**config.mk**
```make
export PLATFORM = sky130hd
export DESIGN_NAME = pcct_scan
export DESIGN_NICKNAME = d
export VERILOG_FILES = /design/src/hdl/pcct_pkg.sv /design/src/hdl/pcct_scan.sv
export SDC_FILE = /design/constraint.sdc
export NUM_CORES = 1
export LEC_CHECK = 0
export BUFFER_PORTS_ARGS = -buffer_cell sky130_fd_sc_hd__buf_4
export CORE_AREA = 2 2 100 102
export DETAILED_ROUTE_END_ITERATION = 10
export DIE_AREA = 0 0 102 104
export SLEW_MARGIN = 15
export SYNTH_ARGS = -nofsm -noshare
export SYNTH_HDL_FRONTEND = slang
export SYNTH_SLANG_ARGS = --single-unit
```
**constraint.sdc**
```tcl
create_clock -name clk -period 2.3 [get_ports clk]
set_clock_uncertainty 0.2 [all_clocks]
set_input_delay 0.23 -clock clk [delete_from_list [all_inputs] [get_ports clk]]
set_output_delay 0.23 -clock clk [all_outputs]
set_load 0.02 [all_outputs]
```
**src/hdl/pcct_pkg.sv**
```systemverilog
package pcct_pkg;

  localparam int TableEntries = 1024;
  localparam int IdxW = $clog2(TableEntries);
  localparam int CntW = IdxW + 1;
  localparam int SlotW = 11;
  localparam int OpenW = 16;
  localparam int EntW = 1 + 64 + 64 + OpenW + SlotW;
  localparam logic signed [OpenW-1:0] CountMax = 16'sd32767;

  typedef enum logic [1:0] {
    OP_OPEN        = 2'd0,
    OP_OPEN_DIRECT = 2'd1,
    OP_CLOSE       = 2'd2,
    OP_EVICT       = 2'd3
  } op_t;

  typedef enum logic [2:0] {
    ST_OK            = 3'd0,
    ST_NOT_FOUND     = 3'd1,
    ST_NO_OPEN       = 3'd2,
    ST_FULL          = 3'd3,
    ST_OWNER_MISSING = 3'd4
  } status_t;

  typedef struct packed {
    logic              valid;
    logic [63:0]       key;
    logic [63:0]       tag;
    logic [OpenW-1:0]  cnt;
    logic [SlotW-1:0]  slot;
  } entry_t;

  typedef enum logic [3:0] {
    S_CLEAR,
    S_IDLE,
    S_SCAN,
    S_DECIDE,
    S_OWN_RD,
    S_OWN_WAIT,
    S_USCAN,
    S_UFIX,
    S_DONE
  } state_t;

  typedef struct packed {
    logic              hit;
    logic [IdxW-1:0]   hit_idx;
    logic              free;
    logic [IdxW-1:0]   free_idx;
  } scan_t;

endpackage

```
**src/hdl/pcct_scan.sv**
```systemverilog
// Walks the table one entry per cycle while en is high; returns first key match and lowest free entry.
module pcct_scan (
  input  logic                       clk,
  input  logic                       clr,
  input  logic                       en,
  input  logic [pcct_pkg::IdxW-1:0]  idx,
  input  logic [63:0]                key,
  input  pcct_pkg::entry_t           rd,
  output pcct_pkg::scan_t            res
);

  always_ff @(posedge clk) begin
    if (clr) begin
      res <= '0;
    end else if (en) begin
      if (rd.valid && rd.key == key && !res.hit) begin
        res.hit     <= 1'b1;
        res.hit_idx <= idx;
      end
      if (!rd.valid && !res.free) begin
        res.free     <= 1'b1;
        res.free_idx <= idx;
      end
    end
  end

endmodule

```
==> impl_metrics.ini <==
[pwr]
leakage_nw = 1.33
power.density_nw_per_um2 = 347
vdd_ir_drop_max_uv = 161

[job]
maxCapViolCount = 0

[clocking]
cts_buffers = 3
cts_num_sinks = 22
cts.repair.resized = 0
holdBufCountCts = 0
cts_tree = built
clock_latency_ns = 0.25
clockBufferDepth = 2
cts-htree-levels = 1
cts_setup_buffers = 0
cts.clk_slew.worst_paths_ns = 0.08
cts_root_buffer = clkbuf_8

[synth]
yosysUniqueCellTypes = 22
syn-mean-instance-area_sq_um = 8.84
synth_top_cell_by_area = dfxtp_1
synth_top_area_share = 0.286
ys_ff_latch = 22
ys_top_cells_by_area = dfxtp_1 (29%), xnor2_1 (23%), xor2_1 (14%)
syn_nets = 407
yosys_warnings = 0
synth_cells = 174
yosysSeqAreaShare = 0.286
syn_area_sq_um = 1540

[global_routing]
antenna_found_initial = 0
grt_pass1_vias = 1987
overflow = 0
grt_max_degree = 23
grt_pass1_wl_um = 8750
grt_usage = 0.100

[placement]
placed_area_sq_um = 2940
place_hpwl_um = 4650
gp_congestion = 0.762
dpl_worst_slack_ns = 0.0751
dpl.cell_count = 470
port_buffers = 163

[route]
dr_total_vias = 1856
drt_wl_total_um = 5270
drtIter0Drc = 16
met3_length_um = 450
drc_errors = 0
top_layer_used = met4
drt-met1-wl_um = 1900
wl_per_cell_um = 11.1
dr_wl_met2_um = 2920
drt_pre_antenna_iters = 4
antenna_left = 0
viasPerCell = 3.92

[timing]
grt_setup_unrepaired = false
period_minus_slack_ns = 1.91
final_hold_viol_count = 0
max_freq_ghz = 0.523
fin_crit_sh = 0.831
relSlewSlack = 0.772
fin_ws_ns = 0.388
fin_setup_tns_ns = 0
finalMaxSlewViolations = 0
setup_viol = 0
worstMarginPinSlew_ns = 0.339

[layout]
layoutNonFillerInstCount = 474
largest_reg_flops = 22
top_register = res
reg_top3 = res (22)
drive_above_1_share = 0.519
postLayoutCellArea_sq_um = 2990
layout_common_cells = buf_4 (169), xnor2_1 (40), xor2_1 (24), dfxtp_1 (22), nor2_1 (13)
areaGrowthSynthToFinish_pct = 94.3
final_common_cell = buf_4
final_util = 0.313
diodes = 0
layout.nets = 575
nFillCells = 1046

[floorplanning]
dieArea_sq_um = 10600
die_h_um = 104
fp.coreArea_sq_um = 9550
die_w_um = 102
io_pins = 255
start_util = 0.161
fp-row-count = 36

[critical_path]
path_class = input port to flop
critical_path_required_ns = 2.24
path_buf_inv = 2
cp-start-kind = input port
crit_slowest_cell = or4_1
max_stage_delay_ns = 0.43
worstPathArrival_ns = 1.86
worstPathCellList = buf_4, xor2_1, nor4_1, nand4_1, or4_1, buf_4, o21ai_1, a21oi_1
critPathTopFamily = simple AND/OR/NAND/NOR gates
cp_common_cell = buf_4
cp-end-kind = flop
crit_path_max_fanout = 10

[min_path]
hp-class = input port to flop

[status]
outcome = completed
[cell usage after synthesis (all sizes together)]
master	instances
nand4	10
mux2i	10
nor3b	1
and4b	1
nand3	12
clkbuf	1
nor3	1
or4	1
nor2	13
a21oi	12
xor2	24
inv	1
nand2	1
xnor2	40
o21ai	10
dfxtp	22
nor4	8
buf	5
nand4b	1
[path summary, 6_finish.rpt]
path / from / end / slack (ns) / depth (start not counted)
min: idx[2] / res[2] / 0.02 / 3
max reg2reg: res[21] / res[16] / 0.71 / 4
min reg2reg: res[15] / res[15] / 0.28 / 2
max: key[28] / res[16] / 0.39 / 8
[power breakdown]
group | switching (W) | internal, W | total (W)
combinational | 0.000124 | 0.000243 | 0.000368
clock | 0.000122 | 0.000152 | 0.000275
sequential | 0.00000544 | 0.000390 | 0.000396
[per-layer routing]
| layer | track usage | vias to the layer above |
|---|---|---|
| met3 | 0.0175 | 2 |
| met4 | 0.0162 | 0 |
| li1 | - | 938 |
| met5 | 0 | - |
| met1 | 0.115 | 832 |
| met2 | 0.192 | 84 |
[final cells by class]
cell class              instances  area [sq um]  share of cell area
clock buffers                   4          55.1              0.0184
repair buffers                169          1270               0.424
inverters                       1          3.75             0.00126
multi-input cells             145          1060               0.353
flip-flops and latches         22           440               0.147
well taps                     133           166              0.0556
[cell families (layout without fill, tap and decap cells)]
kind of cell    after synthesis  after routing  share of synthesized area
mux                          10             10                     0.0650
compound gates               22             22                     0.0740
buf+inv                       7            174                     0.0350
xor+xnor                     64             64                      0.364
flops                        22             22                      0.286
simple gates                 49             49                      0.176
[worst reg2reg max path: stages (launching register included)]
cell and delay (ns):
dfxtp_1 0.35, or4_1 0.53, buf_4 0.19, o21ai_1 0.13
a21oi_1 0.08
[stage by stage]
step | hold WS (ns) | total power (W)
4_1_cts | 0.0136 | 0.00105
5_1_grt | 0.0211 | 0.00110
3_3_place_gp | 0.260 | 0.000770
6_report | 0.0190 | 0.00104
2_1_floorplan | 0.0991 | 0.000539
3_5_place_dp | 0.268 | 0.000777
(Power assumes the default switching activity.)
