## src/hdl/pcct_ram.sv

```systemverilog
module pcct_ram #(
  parameter int Width = 8,
  parameter int Depth = 16
) (
  input  logic                     clk,
  input  logic                     we,
  input  logic [$clog2(Depth)-1:0] waddr,
  input  logic [Width-1:0]         wdata,
  input  logic [$clog2(Depth)-1:0] raddr,
  output logic [Width-1:0]         rdata
);

  logic [Width-1:0] mem [Depth];

  always_ff @(posedge clk) begin
    if (we) begin
      mem[waddr] <= wdata;
    end
    rdata <= mem[raddr];
  end

endmodule

```

## config.mk

```make
export PLATFORM = sky130hd
export DESIGN_NAME = pcct_ram
export DESIGN_NICKNAME = d
export VERILOG_FILES = /design/src/hdl/pcct_ram.sv
export SDC_FILE = /design/constraint.sdc
export NUM_CORES = 1
export LEC_CHECK = 0
export BUFFER_PORTS_ARGS = -buffer_cell sky130_fd_sc_hd__buf_4
export CORE_AREA = 2 2 117 119
export DETAILED_ROUTE_END_ITERATION = 8
export DIE_AREA = 0 0 119 121
export GPL_TIMING_DRIVEN = 0
export SYNTH_ARGS = -nofsm -noshare
export SYNTH_HDL_FRONTEND = slang
export SYNTH_SLANG_ARGS = --single-unit
```

## constraint.sdc

```tcl
create_clock -name clk -period 2 [get_ports clk]
set_clock_uncertainty 0.05 [all_clocks]
set_input_delay 0.6 -clock clk [delete_from_list [all_inputs] [get_ports clk]]
set_output_delay 0.6 -clock clk [all_outputs]
set_load 0.1 [all_outputs]
```

==> results.py <==
metrics = {
    "status": {
        "status": "complete, no violations",
    },
    "layout": {
        "drive_gt1_share_pct": 29.8,
        "area_delta_synth_final_pct": 19.9,
        "regArea_sq_mm": 0.00400,
        "finish.utilization_pct": 47.2,
        "fin_cells": 461,
        "fillCellCount": 1067,
        "antennaDiodeCount": 0,
        "multi_input_area_sq_mm": 0.00107,
        "fin_nets": 291,
    },
    "timing": {
        "fin_crit_sh_pct": 96.4,
        "finalCriticalPeriod_ns": 1.93,
        "hold_ws_ns": 0.459,
        "hold_viol": 0,
        "setup_violations": 0,
        "slew_headroom_pct": 43.6,
        "clock.fmax_mhz": 519,
        "setup_tns_ns": 0,
        "worstMarginPinSlew_ns": 0.843,
        "rsz0062_at_grt": "true",
        "maxSlewViolCount": 0,
    },
    "clock_tree": {
        "clockBufferDepth": 2,
        "clockRootBuffer": "clkbuf_16",
        "cts_hold_buf": 0,
        "cts_tree": "built",
        "clk_latency_ns": 0.41,
        "cts_inserted_buffers": 17,
        "clock_sinks": 136,
        "htree_levels": 4,
        "cts.clk_slew.worst_paths_ns": 0.06,
    },
    "critical_path": {
        "end_kind": "flip-flop",
        "cp.required_ns": 1.98,
        "path_buf_inv": 1,
        "arrival_ns": 1.91,
        "crit_chain": "buf_4 -> or3b_2 -> nor2_1",
        "path_max_fanout": 8,
        "path_class": "input pin to flip-flop",
        "max_stage_delay_ns": 0.67,
        "worst_path_dominant_cell_family": "simple AND/OR/NAND/NOR gates",
        "start_kind": "input pin",
        "cp_slowest_cell": "nor2_1",
    },
    "placement": {
        "place.gp.congestion": 0.694,
        "port_buffers": 24,
        "placed_cells": 429,
        "dpl.hpwl_um": 6270,
    },
    "drt": {
        "vias_per_cell": 5.13,
        "wire_per_inst_um": 21.5,
        "drt_drc_violations_left": 0,
        "drt_iter0_drc": 162,
        "wl_um": 9920,
        "antenna_left": 0,
        "dr.pass1.iters": 4,
        "via_count": 2365,
    },
    "global_routing": {
        "globalRoute.totalOverflow": 0,
        "grt_use_total_pct": 15.2,
        "grt_max_degree": 17,
        "antenna_found_initial": 0,
        "grt_pass1_wl_um": 15100,
        "grt_pass1_vias": 2441,
    },
    "floorplan": {
        "die_h_um": 121,
        "core_area_sq_mm": 0.0131,
        "num_io_pins": 26,
        "start_util_pct": 39.3,
        "row_count": 42,
        "die_x_um": 119,
        "fp.dieArea_sq_mm": 0.0144,
    },
    "synthesis": {
        "synthAdderAreaFrac_pct": 0,
        "synth_edf_count": 128,
        "yosysWarnings": 0,
        "synth-xor-area-share_pct": 0,
        "ys_async_sr_fraction_pct": 0,
        "synthTopCellsByArea": "edfxtp_1 75%, mux4_2 7.9%, mux4_1 7.1%, dfxtp_1 3.1%, a22oi_1 2.3%",
        "synthSimpleGateAreaFrac_pct": 3.18,
        "synth-compound-area-share_pct": 2.33,
        "synth_top_area_share_pct": 74.7,
        "synthMuxAreaShare_pct": 15.0,
        "syn_area_per_cell_sq_um": 22.5,
        "syn-cell-area_sq_mm": 0.00515,
        "synth_top_area_cell": "edfxtp_1",
        "synth_seq_cells": 136,
        "postSynthCellCount": 229,
        "ys_types": 19,
        "synth_top_family_by_area": "multiplexers",
        "synthFlopType": "edfxtp_1",
        "ys_seq_area_share_pct": 77.8,
        "syn-num-nets": 247,
    },
    "power": {
        "power.switching_mw": 1.38,
        "clock_power_share_pct": 45.8,
        "pwr-share-comb_pct": 6.8,
        "switching_share_pct": 20.4,
        "seq_power_share_pct": 47.4,
        "worst_ir_drop_vdd_mv": 0.543,
        "p_per_area_mw_per_mm2": 1100,
        "leakage_nw": 2.06,
        "internal_power_mw": 5.38,
        "power_mw": 6.76,
    },
    "min_path": {
        "hold_class": "input pin to flip-flop",
    },
    "flow_run": {
        "max-cap-violations": 0,
    },
}
metrics by stage:
| stage | worst slack, ns | cell area, sq um |
|---|---|---|
| floorplan | 0.0839 | 5150 |
| global placement | -0.418 | 5550 |
| detailed placement | -0.459 | 5550 |
| CTS | 0.0670 | 6160 |
| global route | -0.00870 | 6170 |
| finish | 0.0720 | 6170 |
cell usage after synthesis, drive strengths merged, types with 2 or more instances:
library cell,count
edfxtp,128
mux4,32
a22oi,16
nor2,13
nand2,9
dfxtp,8
buf,7
nor3,4
clkdlybuf4s25,3
nand2b,2
nand3b,2
cell families (layout without fill, tap and decap cells):
group | count (synthesis) | after routing
AOI/OAI and AO/OA | 16 | 16
muxes | 32 | 32
DFF | 136 | 136
and+or+nand+nor | 35 | 35
buffers and inverters | 10 | 66
per-layer routing:
layer	up-vias	wire (um)	global-route usage (%)
li1	1055	-	-
met1	1244	4430	20.1
met2	53	5000	23.7
met3	13	359	4.70
met4	0	132	5.80
met5	-	0	0
path summary, 6_finish.rpt:
check	endpoint	cells after the start	startpoint	slack, ns
min	mem[13][6]	1	wdata[6]	0.46
max	mem[3][4]	3	waddr[2]	0.07
max reg2reg	rdata[7]	3	mem[11][7]	0.56
min reg2reg	rdata[3]	3	mem[11][3]	0.63
cell usage in the layout (no fill, tap or decap):
cell type,count
edfxtp_1,128
buf_4,26
mux4_2,18
clkbuf_16,17
a22oi_1,16
mux4_1,14
nor2_1,13
nand2_1,9
dfxtp_1,8
buf_6,3
buf_2,3
clkdlybuf4s25_2,3
nor3_2,3
bufinv_16,3
clkinv_2,3
clkbuf_8,3
clkbuf_1,3
nand3b_1,2
nand2b_1,2
nor2b_1,1
and2_1,1
and2b_1,1
nand3_1,1
nor3_1,1
or3b_2,1
clkinvlp_4,1
clkinv_4,1
sequential cells by signal (all words and copies together) (netlist names):
register,count
mem,128
rdata,8
power by group through the flow:
stage / clock network (mW) / registers (mW) / logic (mW)
after floorplan: 0 / 3.40 / 0.162
after global placement: 0 / 3.26 / 0.459
after detailed placement: 0 / 3.26 / 0.466
after CTS: 3.14 / 3.20 / 0.467
after global routing: 3.27 / 3.21 / 0.488
final: 3.09 / 3.20 / 0.461
worst reg2reg max path, stage by stage, from the launching register on:
cell and delay (ns):
edfxtp_1 0.36, mux4_2 0.47, a22oi_1 0.34, nand2_1 0.09
layout make-up:
type	instances	share of cell area (%)
repair buffers	25	3.04
clock buffers	23	7.75
clock inverters	8	1.97
flip-flops and latches	136	64.9
well taps	176	3.57
multi-input cells	83	17.4
plain buffers	10	1.40
repair_timing:
item / 4_1_cts / 5_1_grt
buffers inserted: 0 / 0
resized for setup: 1 / 1
endpoints found under the setup margin: 8 / 24
endpoints found under the hold margin: 0 / 0
Note: power is estimated with default switching activity, not from simulation.
